File: src/rtl/ibcp_pkg.sv
// Shared types, codes and constants for the burst check and packetizer.
`timescale 1ns / 1ps

package ibcp_pkg;

	localparam int FRAME_WORDS_DEF = 17;

	localparam logic [15:0] PWM_TOP_RST = 16'd62499;
	localparam logic [7:0]  LIMIT_RST   = 8'd5;
	localparam logic [7:0]  RUN_MAX     = 8'd255;

	// register indexes (paddr[2])
	localparam logic REG_PWM_TOP = 1'b0;
	localparam logic REG_LIMIT   = 1'b1;

	// rate scaling: span = 2^17 * DIV_BASE
	localparam logic signed [32:0] RATE_CLAMP  = 33'sd1310720000;
	localparam logic signed [32:0] RATE_OFFSET = 33'sd1638400000;
	localparam logic [16:0]        DIV_BASE    = 17'd25000;
	// floor(2^32 / DIV_BASE): quotient estimate is exact or one low
	localparam logic [17:0]        DIV_RECIP   = 18'd171798;
	// estimate step, then remainder step
	localparam int                 DIV_STEPS   = 2;

	// micro-operations
	localparam logic [2:0] OP_NOP   = 3'd0;
	localparam logic [2:0] OP_CHECK = 3'd1;
	localparam logic [2:0] OP_MUL   = 3'd2;
	localparam logic [2:0] OP_DIV   = 3'd3;
	localparam logic [2:0] OP_LEVEL = 3'd4;
	localparam logic [2:0] OP_EMIT  = 3'd5;

	// sequencing conditions
	localparam logic [1:0] COND_NEXT     = 2'd0;
	localparam logic [1:0] COND_IF_BAD   = 2'd1;
	localparam logic [1:0] COND_DIV_LOOP = 2'd2;
	localparam logic [1:0] COND_EMIT_END = 2'd3;

	typedef struct packed {
		logic [2:0] op;
		logic [1:0] cond;
		logic [2:0] target;
	} uword_t;

	typedef struct packed {
		logic [2:0] op;
	} ctrl_t;

	typedef struct packed {
		logic frame_bad;
		logic div_last;
		logic byte_last;
	} stat_t;

	typedef struct packed {
		logic               kind;
		logic [15:0]        burst_word;
		logic [31:0]        sample_time;
		logic signed [15:0] left_count;
		logic signed [15:0] right_count;
	} in_item_t;

	typedef struct packed {
		logic [7:0]  packet_byte;
		logic        last_byte;
		logic        frame_ok;
		logic [15:0] pwm_level;
		logic        reset_request;
	} out_item_t;

endpackage

File: src/rtl/ibcp_useq.sv
// Microcode sequencer: step counter, control store and conditional jumps.
`timescale 1ns / 1ps

module ibcp_useq (
	input  logic           clk,
	input  logic           arst_n,
	input  logic           go,
	input  ibcp_pkg::stat_t stat,
	output ibcp_pkg::ctrl_t ctrl,
	output logic           running
);

	localparam logic [2:0] ST_CHECK = 3'd0;
	localparam logic [2:0] ST_MUL   = 3'd1;
	localparam logic [2:0] ST_DIV   = 3'd2;
	localparam logic [2:0] ST_LEVEL = 3'd3;
	localparam logic [2:0] ST_EMIT  = 3'd4;

	function automatic ibcp_pkg::uword_t ucode(input logic [2:0] step);
		ibcp_pkg::uword_t w;
		case (step)
			ST_CHECK: w = '{ibcp_pkg::OP_CHECK, ibcp_pkg::COND_IF_BAD,   ST_EMIT};
			ST_MUL:   w = '{ibcp_pkg::OP_MUL,   ibcp_pkg::COND_NEXT,     ST_DIV};
			ST_DIV:   w = '{ibcp_pkg::OP_DIV,   ibcp_pkg::COND_DIV_LOOP, ST_DIV};
			ST_LEVEL: w = '{ibcp_pkg::OP_LEVEL, ibcp_pkg::COND_NEXT,     ST_EMIT};
			ST_EMIT:  w = '{ibcp_pkg::OP_EMIT,  ibcp_pkg::COND_EMIT_END, ST_EMIT};
			default:  w = '{ibcp_pkg::OP_NOP,   ibcp_pkg::COND_EMIT_END, ST_CHECK};
		endcase
		return w;
	endfunction

	logic [2:0]       step_q;
	logic             run_q;
	ibcp_pkg::uword_t uw;

	assign uw      = ucode(step_q);
	assign ctrl.op = run_q ? uw.op : ibcp_pkg::OP_NOP;
	assign running = run_q;

	always_ff @(posedge clk or negedge arst_n) begin
		if (!arst_n) begin
			step_q <= ST_CHECK;
			run_q  <= 1'b0;
		end else if (go) begin
			step_q <= ST_CHECK;
			run_q  <= 1'b1;
		end else if (run_q) begin
			case (uw.cond)
				ibcp_pkg::COND_NEXT: step_q <= step_q + 3'd1;
				ibcp_pkg::COND_IF_BAD: begin
					step_q <= stat.frame_bad ? uw.target : step_q + 3'd1;
				end
				ibcp_pkg::COND_DIV_LOOP: begin
					step_q <= stat.div_last ? step_q + 3'd1 : uw.target;
				end
				ibcp_pkg::COND_EMIT_END: begin
					if (stat.byte_last) begin
						run_q  <= 1'b0;
						step_q <= ST_CHECK;
					end else begin
						step_q <= uw.target;
					end
				end
				default: run_q <= 1'b0;
			endcase
		end
	end

endmodule

File: src/rtl/ibcp_rate.sv
// Rate level datapath: clamp and bias, 32x16 multiply, reciprocal divide by the span.
`timescale 1ns / 1ps

module ibcp_rate (
	input  logic            clk,
	input  logic            arst_n,
	input  ibcp_pkg::ctrl_t ctrl,
	input  logic [15:0]     rate_lo,
	input  logic [15:0]     rate_hi,
	input  logic [15:0]     pwm_top,
	output logic [15:0]     level,
	output logic            div_last
);

	localparam int CW = $clog2(ibcp_pkg::DIV_STEPS);

	logic signed [32:0] raw;
	logic signed [32:0] clamped;
	logic signed [32:0] biased;
	logic [31:0]        bias_q;
	logic [47:0]        prod;
	logic [30:0]        dvd_q;
	logic [48:0]        recip;
	logic [30:0]        back;
	logic [15:0]        est_q;
	logic [15:0]        rem_q;
	logic [CW-1:0]      cnt_q;
	logic               ge;

	always_comb begin
		raw = 33'(signed'({rate_hi, rate_lo}));
		if (raw > ibcp_pkg::RATE_CLAMP)
			clamped = ibcp_pkg::RATE_CLAMP;
		else if (raw < -ibcp_pkg::RATE_CLAMP)
			clamped = -ibcp_pkg::RATE_CLAMP;
		else
			clamped = raw;
		biased = clamped + ibcp_pkg::RATE_OFFSET;
	end

	assign prod  = 48'(bias_q) * 48'(pwm_top);
	// dividend (num >> 17) is below 2^31, so the estimate is q or q-1
	assign recip = 49'(dvd_q) * 49'(ibcp_pkg::DIV_RECIP);
	assign back  = 31'(est_q) * 31'(ibcp_pkg::DIV_BASE);
	assign ge    = rem_q >= ibcp_pkg::DIV_BASE;

	assign level    = est_q + {15'd0, ge};
	assign div_last = (cnt_q == '0);

	always_ff @(posedge clk or negedge arst_n) begin
		if (!arst_n) begin
			cnt_q <= '0;
		end else begin
			case (ctrl.op)
				ibcp_pkg::OP_MUL: cnt_q <= CW'(ibcp_pkg::DIV_STEPS - 1);
				ibcp_pkg::OP_DIV: cnt_q <= cnt_q - 1'b1;
				default: ;
			endcase
		end
	end

	always_ff @(posedge clk) begin
		case (ctrl.op)
			ibcp_pkg::OP_CHECK: bias_q <= biased[31:0];
			ibcp_pkg::OP_MUL:   dvd_q  <= prod[47:17];
			ibcp_pkg::OP_DIV: begin
				// remainder uses the estimate from the previous divide step
				est_q <= recip[47:32];
				rem_q <= 16'(dvd_q - back);
			end
			default: ;
		endcase
	end

endmodule

File: src/rtl/imu_burst_check_and_packetize.sv
// Top level: burst word capture, checksum, suspicious-frame tracking and packet emission.
//
// Usage: drive item and raise start; a transaction is taken at a clock edge with
// start high and busy low. Kind-0 items carry burst words in order; a kind-1 item
// clears the reset request. Non-final words are absorbed while busy stays low.
// The final word starts the control program and raises busy: one check step, then for
// a good frame one multiply step, two divide steps and a level step, then one step per
// packet byte (2*(FRAME_WORDS-2)+12 bytes, 42 at the default). The bytes are registered
// and follow on consecutive cycles, each shown for one cycle with result_valid high.
// The receiver cannot stall; results are not held. The one-byte-per-step CRC and emit
// path sets most of the busy time.
// Reset clears word position, checksum, level, suspicious run and request flag and
// loads pwm_top 62499 and suspicious_limit 5. The APB port writes both registers at
// byte addresses 0 and 4 and should be written only while idle.
`timescale 1ns / 1ps

module imu_burst_check_and_packetize #(
	parameter int FRAME_WORDS = ibcp_pkg::FRAME_WORDS_DEF
) (
	input  logic                clk,
	input  logic                arst_n,
	input  logic                start,
	output logic                busy,
	input  ibcp_pkg::in_item_t  item,
	output logic                result_valid,
	output ibcp_pkg::out_item_t result,
	input  logic                psel,
	input  logic                penable,
	input  logic                pwrite,
	input  logic [2:0]          paddr,
	input  logic [31:0]         pwdata,
	output logic [31:0]         prdata,
	output logic                pready
);

	localparam int DW         = FRAME_WORDS - 2;
	localparam int DATA_BYTES = 2 * DW;
	localparam int PKT_LEN    = DATA_BYTES + 12;
	localparam int CRC_LEN    = PKT_LEN - 4;
	localparam int PW         = $clog2(FRAME_WORDS);
	localparam int SW         = $clog2(DW);
	localparam int BW         = $clog2(PKT_LEN);

	function automatic logic [31:0] crc_byte(input logic [31:0] crc, input logic [7:0] b);
		logic [31:0] c;
		c = crc ^ {24'd0, b};
		for (int k = 0; k < 8; k++)
			c = c[0] ? ((c >> 1) ^ 32'hEDB88320) : (c >> 1);
		return c;
	endfunction

	// configuration
	logic [15:0] pwm_top_q;
	logic [7:0]  limit_q;

	assign pready = 1'b1;
	assign prdata = (paddr[2] == ibcp_pkg::REG_LIMIT) ? {24'd0, limit_q} : {16'd0, pwm_top_q};

	always_ff @(posedge clk or negedge arst_n) begin
		if (!arst_n) begin
			pwm_top_q <= ibcp_pkg::PWM_TOP_RST;
			limit_q   <= ibcp_pkg::LIMIT_RST;
		end else if (psel && penable && pwrite) begin
			case (paddr[2])
				ibcp_pkg::REG_PWM_TOP: pwm_top_q <= pwdata[15:0];
				ibcp_pkg::REG_LIMIT:   limit_q   <= pwdata[7:0];
				default: ;
			endcase
		end
	end

	// word capture
	logic [15:0]        store_q [DW];
	logic [PW-1:0]      pos_q;
	logic [15:0]        sum_q;
	logic [15:0]        final_q;
	logic [31:0]        time_q;
	logic [15:0]        left_q;
	logic [15:0]        right_q;
	logic               accept;
	logic               final_word;
	logic [PW-1:0]      wr_pos;

	assign accept     = start && !busy;
	assign final_word = (pos_q == PW'(FRAME_WORDS - 1));
	assign wr_pos     = pos_q - 1'b1;

	// sequencer
	ibcp_pkg::ctrl_t ctrl;
	ibcp_pkg::stat_t stat;
	logic            running;
	logic            go;

	assign go   = accept && !item.kind && final_word;
	assign busy = running;

	ibcp_useq u_useq (
		.clk     (clk),
		.arst_n  (arst_n),
		.go      (go),
		.stat    (stat),
		.ctrl    (ctrl),
		.running (running)
	);

	// frame status
	logic        ok_q;
	logic [7:0]  run_q;
	logic        flag_q;
	logic [15:0] level_q;
	logic        ok_now;
	logic        susp;
	logic [7:0]  run_nx;
	logic [15:0] calc_level;
	logic        div_last;
	logic [BW-1:0] byte_idx_q;

	assign ok_now = (sum_q == final_q);
	assign susp   = !ok_now || (sum_q == 16'd0);
	assign run_nx = !susp ? 8'd0 : (run_q == ibcp_pkg::RUN_MAX) ? run_q : run_q + 8'd1;

	// sum and final word hold while busy, so the check step can branch on them directly
	assign stat.frame_bad = !ok_now;
	assign stat.div_last  = div_last;
	assign stat.byte_last = (byte_idx_q == BW'(PKT_LEN - 1));

	ibcp_rate u_rate (
		.clk      (clk),
		.arst_n   (arst_n),
		.ctrl     (ctrl),
		.rate_lo  (store_q[5]),
		.rate_hi  (store_q[6]),
		.pwm_top  (pwm_top_q),
		.level    (calc_level),
		.div_last (div_last)
	);

	always_ff @(posedge clk or negedge arst_n) begin
		if (!arst_n) begin
			pos_q   <= '0;
			sum_q   <= '0;
			run_q   <= '0;
			flag_q  <= 1'b0;
			level_q <= '0;
			ok_q    <= 1'b0;
		end else begin
			if (accept) begin
				if (item.kind) begin
					flag_q <= 1'b0;
				end else if (pos_q == '0) begin
					sum_q <= '0;
					pos_q <= PW'(1);
				end else if (!final_word) begin
					sum_q <= sum_q + {8'd0, item.burst_word[7:0]} + {8'd0, item.burst_word[15:8]};
					pos_q <= pos_q + 1'b1;
				end else begin
					pos_q <= '0;
				end
			end
			case (ctrl.op)
				ibcp_pkg::OP_CHECK: begin
					ok_q  <= ok_now;
					run_q <= run_nx;
					if (run_nx >= limit_q)
						flag_q <= 1'b1;
				end
				ibcp_pkg::OP_LEVEL: level_q <= calc_level;
				default: ;
			endcase
		end
	end

	always_ff @(posedge clk) begin
		if (accept && !item.kind) begin
			if (pos_q != '0 && !final_word)
				store_q[SW'(wr_pos)] <= item.burst_word;
			if (final_word) begin
				final_q <= item.burst_word;
				time_q  <= item.sample_time;
				left_q  <= item.left_count;
				right_q <= item.right_count;
			end
		end
	end

	// packet emission
	logic [31:0] crc_q;
	logic [7:0]  pkt_byte;
	logic [15:0] data_word;
	logic [95:0] tail;
	logic [3:0]  tail_idx;
	logic        out_valid_q;
	ibcp_pkg::out_item_t out_q;

	assign tail     = {crc_q, right_q, left_q, time_q};
	assign tail_idx = 4'(byte_idx_q - BW'(DATA_BYTES));

	always_comb begin
		data_word = store_q[SW'(byte_idx_q[BW-1:1])];
		if (byte_idx_q < BW'(DATA_BYTES)) begin
			if (ok_q)
				pkt_byte = byte_idx_q[0] ? data_word[15:8] : data_word[7:0];
			else
				// bad frame: all zero except data word 0 = 1
				pkt_byte = (byte_idx_q == '0) ? 8'd1 : 8'd0;
		end else begin
			pkt_byte = tail[8*tail_idx +: 8];
		end
	end

	always_ff @(posedge clk or negedge arst_n) begin
		if (!arst_n) begin
			out_valid_q <= 1'b0;
			byte_idx_q  <= '0;
		end else begin
			out_valid_q <= (ctrl.op == ibcp_pkg::OP_EMIT);
			case (ctrl.op)
				ibcp_pkg::OP_CHECK: byte_idx_q <= '0;
				ibcp_pkg::OP_EMIT:  byte_idx_q <= byte_idx_q + 1'b1;
				default: ;
			endcase
		end
	end

	always_ff @(posedge clk) begin
		case (ctrl.op)
			ibcp_pkg::OP_CHECK: crc_q <= 32'hFFFFFFFF;
			ibcp_pkg::OP_EMIT: begin
				if (byte_idx_q < BW'(CRC_LEN))
					crc_q <= crc_byte(crc_q, pkt_byte);
				out_q.packet_byte   <= pkt_byte;
				out_q.last_byte     <= stat.byte_last;
				out_q.frame_ok      <= ok_q;
				out_q.pwm_level     <= level_q;
				out_q.reset_request <= flag_q;
			end
			default: ;
		endcase
	end

	assign result_valid = out_valid_q;
	assign result       = out_q;

endmodule
File: config.mk
export PLATFORM = sky130hd
export DESIGN_NAME = imu_burst_check_and_packetize
export DESIGN_NICKNAME = d
export VERILOG_FILES = /design/src/rtl/ibcp_pkg.sv /design/src/rtl/ibcp_useq.sv /design/src/rtl/ibcp_rate.sv /design/src/rtl/imu_burst_check_and_packetize.sv
export SDC_FILE = /design/constraint.sdc
export NUM_CORES = 2
export LEC_CHECK = 0
export ABC_AREA = 1
export BUFFER_PORTS_ARGS = -buffer_cell sky130_fd_sc_hd__buf_2
export CORE_MARGIN = 1
export CORE_UTILIZATION = 55
export CTS_BUF_LIST = sky130_fd_sc_hd__clkbuf_16
export CTS_CLUSTER_SIZE = 25
export DETAILED_ROUTE_END_ITERATION = 10
export PLACE_DENSITY = 0.8
export SLEW_MARGIN = 20
export SYNTH_ARGS = -nofsm -noshare
export SYNTH_HDL_FRONTEND = slang
export SYNTH_HIERARCHICAL = 1
export SYNTH_SLANG_ARGS = --single-unit
File: constraint.sdc
create_clock -name clk -period 9.1 [get_ports clk]
set_input_delay 0.91 -clock clk [delete_from_list [all_inputs] [get_ports clk]]
set_output_delay 0.91 -clock clk [all_outputs]
set_load 0.02 [all_outputs]
Yosys cells after proc, flatten, opt, wreduce, memory -nomap -nowiden
Memories as Yosys holds them, arrays and structs flattened.
Index checks and enable logic that the tools add are counted.
{ "word_totals": {"ff_bits": 317, "mem_bits_rw": 240, "inputBits": 122, "output_inout_bits": 62, "mem_count": 1} }
{ "op_classes": {"add_sub_neg": 12, "multipliers": 3, "n_lt_le_gt_ge": 6, "eq_ne": 18, "shift": 1, "n_mux": 44, "bitwise": 11, "reduce_logical": 26} }
{ "memory_table": {"columns": ["name", "depth", "width", "read_ports", "rd_clocked_by_memory_dff", "write_ports", "line", "source"], "rows": [
  ["store_q", 15, 16, 3, 0, 1, "imu_burst_check_and_packetize.sv:73", "logic [15:0] store_q [DW];"]
]} }
{ "op_table": {"columns": ["operator", "n"], "rows": [
  ["$mux W32", 11],
  ["$not A13 Y14", 8],
  ["$shiftx A96 B8 Y8", 1],
  ["$pmux W32 S2", 1],
  ["$mul A32 B16 Y48", 1],
  ["$mux W16", 3],
  ["$mul A31 B17 Y47 const B", 1],
  ["$mux W8", 5],
  ["$pmux W8 S5", 1],
  ["$add A16 B8 Y16", 2],
  ["$add A32 B32 Y32 const B", 1],
  ["$gt A32 B32 Y1 const B", 1],
  ["$lt A32 B32 Y1 const B", 1],
  ["$xor A32 B8 Y32", 1],
  ["$mux W3", 6],
  ["$add A16 B1 Y16", 1],
  ["$eq A16 B16 Y1", 1],
  ["$ge A16 B15 Y1 const B", 1],
  ["$logic_not A16 Y1", 1],
  ["$mul A16 B12 Y13 const B", 1],
  ["$sub A16 B16 Y16", 1],
  ["$eq A3 B2 Y1 const B", 4],
  ["$mux W1", 12],
  ["$pmux W3 S4", 1],
  ["other kinds (33)", 54]
]} }

Logic depth before layout (Yosys ltp)
{ "depth": {"word_depth": 23, "mapped_depth": 29, "depth_no_buf": 27} }

Cells and area by module
Netlist, hierarchy kept.
{ "by_module_without_submodules": {"columns": ["mod", "instances", "cells_each", "area_each_um2", "seq_area_each_um2"], "rows": [
  ["ibcp_rate", 1, 4131, 33230.6, 2787.7],
  ["imu_burst_check_and_packetize", 1, 2135, 21329.2, 13345.3],
  ["ibcp_useq", 1, 68, 426.7, 100.1]
]} }

Worst setup path before layout
Ideal clock, no wire load.
{ "synth_timing": {"path_type": "input-to-reg", "start": "input port start", "end": "register u_useq.step_q[2]", "setup_ps": 124, "t_arrival_ps": 5543, "t_required_ps": 8976, "setup_slack_ps": 3433, "cell_stages": 10, "path_buffers": 0, "path_cell_list": "inv_1 -> nor2_1 -> inv_1 -> nor2_1 -> inv_1 -> nor2_1 -> or2_2 -> nor2_1 -> o211ai_1 -> nand2_1"} }
{ "synth_between": {"elab_chain_cells": 4, "word_cells_on_any_way": 5, "cone_classes": "1 x mux; 4 x reduce/logical"} }
{ "synth_rtl": {"columns": ["element", "line", "source"], "rows": [
  ["start, declared", "imu_burst_check_and_packetize.sv:22", "input logic start,"],
  ["$logic_and A1 B1 Y1 *", "imu_burst_check_and_packetize.sv:84", "assign accept = start && !busy;"],
  ["$logic_and A1 B1 Y1 * (2 in series)", "imu_burst_check_and_packetize.sv:94", "assign go = accept && !item.kind && final_word;"],
  ["named net go", "imu_burst_check_and_packetize.sv:92", "logic go;"],
  ["$mux W3 or $reduce_bool A2 Y1 (tied branches)", null, null],
  ["end signal, assigned", "ibcp_useq.sv:49", "ibcp_pkg::COND_NEXT: step_q <= step_q + 3'd1;"],
  ["end signal, assigned", "ibcp_useq.sv:51", "step_q <= stat.frame_bad ? uw.target : step_q + 3'd1;"],
  ["end signal, assigned", "ibcp_useq.sv:54", "step_q <= stat.div_last ? step_q + 3'd1 : uw.target;"],
  ["end, declared", "ibcp_useq.sv:32", "logic [2:0] step_q;"]
]} }
Mark *: on every way through the listed nets, which the timed path passes. The rest lies on a longest branch.
A chain may end at the register's enable or synchronous reset.

Worst setup path after layout
{ "layout_timing": {"start": "register pwm_top_q[1]", "end": "register u_rate.dvd_q[30] (data pin)"} }
{ "layout_between": {"elab_chain_cells": 1} }
{ "layout_rtl": {"columns": ["element", "line", "source"], "rows": [
  ["start, declared", "imu_burst_check_and_packetize.sv:53", "logic [15:0] pwm_top_q;"],
  ["start signal, assigned", "imu_burst_check_and_packetize.sv:61", "pwm_top_q <= ibcp_pkg::PWM_TOP_RST;"],
  ["start signal, assigned", "imu_burst_check_and_packetize.sv:65", "ibcp_pkg::REG_PWM_TOP: pwm_top_q <= pwdata[15:0];"],
  ["$mul A32 B16 Y48", "ibcp_rate.sv:41", "assign prod = 48'(bias_q) * 48'(pwm_top);"],
  ["named net u_rate.prod[47]", "ibcp_rate.sv:21", "logic [47:0] prod;"],
  ["end signal, assigned", "ibcp_rate.sv:65", "ibcp_pkg::OP_MUL: dvd_q <= prod[47:17];"],
  ["end, declared", "ibcp_rate.sv:22", "logic [30:0] dvd_q;"]
]} }
The timed path passes the listed nets, and every way through them passes these cells.

==> results.sh <==
export IMPL_cts_setup_buffers=0
export IMPL_fp_row_count=115
export IMPL_drtIter0Drc=3646
export IMPL_min_path_type="in -> async"
export IMPL_start_util=0.557
export IMPL_clk_pin_slew_ns=0.06
export IMPL_totalWireLength_um=134000
export IMPL_syn_area_per_cell_um2=8.68
export IMPL_area_growth_pct=6.58
export IMPL_syn_inst=6334
export IMPL_dpl_hpwl_um=101000
export IMPL_cts_root_buf="clkbuf_16"
export IMPL_fin_worst_skew_ns=0.0207
export IMPL_cts_path_max_buffers=3
export IMPL_period_share=0.728
export IMPL_synth_common_cells="inv_1 (1543), nand2_1 (1466), fa_1 (658)"
export IMPL_place_area_um2=56700
export IMPL_synthSimpleGateAreaFrac=0.168
export IMPL_overflow=0
export IMPL_min_period_ns=6.62
export IMPL_yosysTopAreaCellShare=0.257
export IMPL_layout_cells_non_filler=7711
export IMPL_synthFlopType="edfxtp_1"
export IMPL_grt_max_degree=80
export IMPL_synthArstFlopShare=0.150
export IMPL_worstSetupStartpointType="flip-flop"
export IMPL_cts_tree="done"
export IMPL_synth_seq_area_share=0.295
export IMPL_n_antenna_cell=0
export IMPL_drtAntennaViolNets=0
export IMPL_synth_seq_cells=554
export IMPL_crit_required_ns=9.48
export IMPL_pin_count=184
export IMPL_worst_path_max_fanout=33
export IMPL_ctsResizeCount=0
export IMPL_outcome="completed"
export IMPL_vias=41600
export IMPL_synth_cell_type_count=61
export IMPL_synthMuxAreaShare=0.00328
export IMPL_yosysTopAreaCell="edfxtp_1"
export IMPL_drv_slew=0
export IMPL_synth_edff_count=471
export IMPL_criticalPathCategory="reg -> reg"
export IMPL_dpl_cell_count=7605
export IMPL_port_buffers=148
export IMPL_critPathArrivalTime_ns=7.00
export IMPL_first_pass_iters=6
export IMPL_grt_pass1_vias=43300
export IMPL_cts_buffers=56
export IMPL_nets=7585
export IMPL_rsz0062_at_grt="false"
export IMPL_die_area_um2=101000
export IMPL_maxCapViolations=0
export IMPL_fillCellCount=8190
export IMPL_synthTopCellsByArea="edfxtp_1 (26%), fa_1 (24%), inv_1 (11%)"
export IMPL_finalSetupViolations=0
export IMPL_dieWidth_um=318
export IMPL_synth_xor_area_frac=0.0194
export IMPL_synthesis_area_um2=55000
export IMPL_yosysMostFrequentCell="inv_1"
export IMPL_tightest_slew_ns=1.12
export IMPL_slew_headroom=0.250
export IMPL_core_area_um2=98700
export IMPL_yosys_warnings=6
export IMPL_via_per_inst=5.40
export IMPL_grt_pass1_wl_um=220000
export IMPL_finalHoldViolations=0
export IMPL_finalInstanceArea_um2=58600
export IMPL_drive_gt1_frac=0.0585
export IMPL_synth_top_family_by_area="adder cells"
export IMPL_whs_ns=0.221
export IMPL_die_h_um=318
export IMPL_gp_congestion=0.987
export IMPL_worstSetupStartpoint="pwm_top_q[1]$_DFFE_PN1P_"
export IMPL_worst_setup_path_end_kind="flip-flop"
export IMPL_timing_rr_start="pwm_top_q[1]$_DFFE_PN1P_"
export IMPL_postCtsHoldBufs=0
export IMPL_numClockSinks=554
export IMPL_antenna_found_initial=1
export IMPL_grtUsageTotal=0.271
export IMPL_max_freq_mhz=151
export IMPL_tns_ns=0
export IMPL_clock_latency_ns=0.64
export IMPL_wl_per_cell_um=17.4
export IMPL_drc=0
export IMPL_synth_adder_area_share=0.337
export IMPL_htree_levels=2
export IMPL_rrSetupSlack_ns=2.48
export IMPL_synth_compound_gate_area_share=0.0531
==> worst paths after layout <==
path,cells past startpoint,to
max in group asynchronous,2,pwm_top_q[9]$_DFFE_PN0P_
min in group clk,0,result[1]$_DFFE_PP_
min,1,byte_idx_q[4]$_DFFE_PN0P_
max reg2reg,21,u_rate/dvd_q[30]$_DFFE_PN_
max,21,u_rate/dvd_q[30]$_DFFE_PN_
min reg2reg,0,result[1]$_DFFE_PP_
==> cells in the final DEF (no fill, tap or decap), drive strengths merged, types with 28 or more instances in the layout <==
cell	count
nor2	427
o211ai	28
ha	429
buf	175
nand3	246
nand4	38
edfxtp	471
o21ai	220
inv	1568
fa	658
xor2	82
nand2	1497
xnor2	37
clkbuf	60
a21oi	174
dfrtp	73
==> layout make-up <==
class | instances | area, µm² | share of cell area
multi-input combinational | 4032 | 32000 | 0.547
clock buffer | 60 | 1500 | 0.0256
sequential | 554 | 16200 | 0.277
tap | 1287 | 1610 | 0.0275
inverter | 1557 | 5850 | 0.0997
clock inverter | 46 | 420 | 0.00717
timing repair buffer | 175 | 946 | 0.0161
==> per-stage QoR <==
step / setup slack [ns] / util
floorplan: 3.43 / -
global placement: 2.71 / 0.574
detailed placement: 2.69 / 0.574
CTS: 2.63 / 0.594
global route: 2.18 / 0.594
finish: 2.48 / 0.594
==> worst max-delay path: stages, from the launching register on <==
cell and delay (ns):
dfstp_2 1.06, nand2_1 0.18, fa_1 0.56, fa_1 0.48, fa_1 0.54, inv_1 0.06, fa_1 0.48, fa_1 0.49
inv_1 0.05, fa_1 0.54, inv_1 0.06, ha_1 0.36, a21oi_1 0.31, o21ai_0 0.14, inv_1 0.09, o21ai_0 0.13
inv_1 0.10, nor2_1 0.06, o21ai_0 0.31, nand3_1 0.14, nand2_1 0.08, nand2_1 0.09
==> cells by family (layout without fill, tap and decap cells) <==
family / Yosys count / count (layout)
AND/OR/NAND/NOR: 2274 / 2274
adder cells (fa/ha/maj): 1087 / 1087
XOR/XNOR: 120 / 120
multiplexers: 16 / 16
other: 2 / 17
AO/OA/AOI/OAI: 518 / 518
buffers and inverters: 1763 / 1838
flip-flops: 554 / 554
==> sequential cells by signal, summed over array words and instances (netlist names), 5 cells and up <==
register,count
byte_idx_q,6
crc_q,32
final_q,16
left_q,16
level_q,16
limit_q,8
pos_q,5
pwm_top_q,16
result,27
right_q,16
run_q,8
store_q,240
sum_q,16
time_q,32
u_rate/bias_q,32
u_rate/dvd_q,31
u_rate/est_q,16
u_rate/rem_q,13
==> metal layers <==
metal	global-route usage	wire length, µm
met1	0.345	52900
met2	0.468	66100
met4	0.110	5610
met3	0.0328	9710
met5	0	13
Power is left out: the tool's default activity adds up to more than one toggle a clock period on the data nets, which glitch-free logic cannot reach.
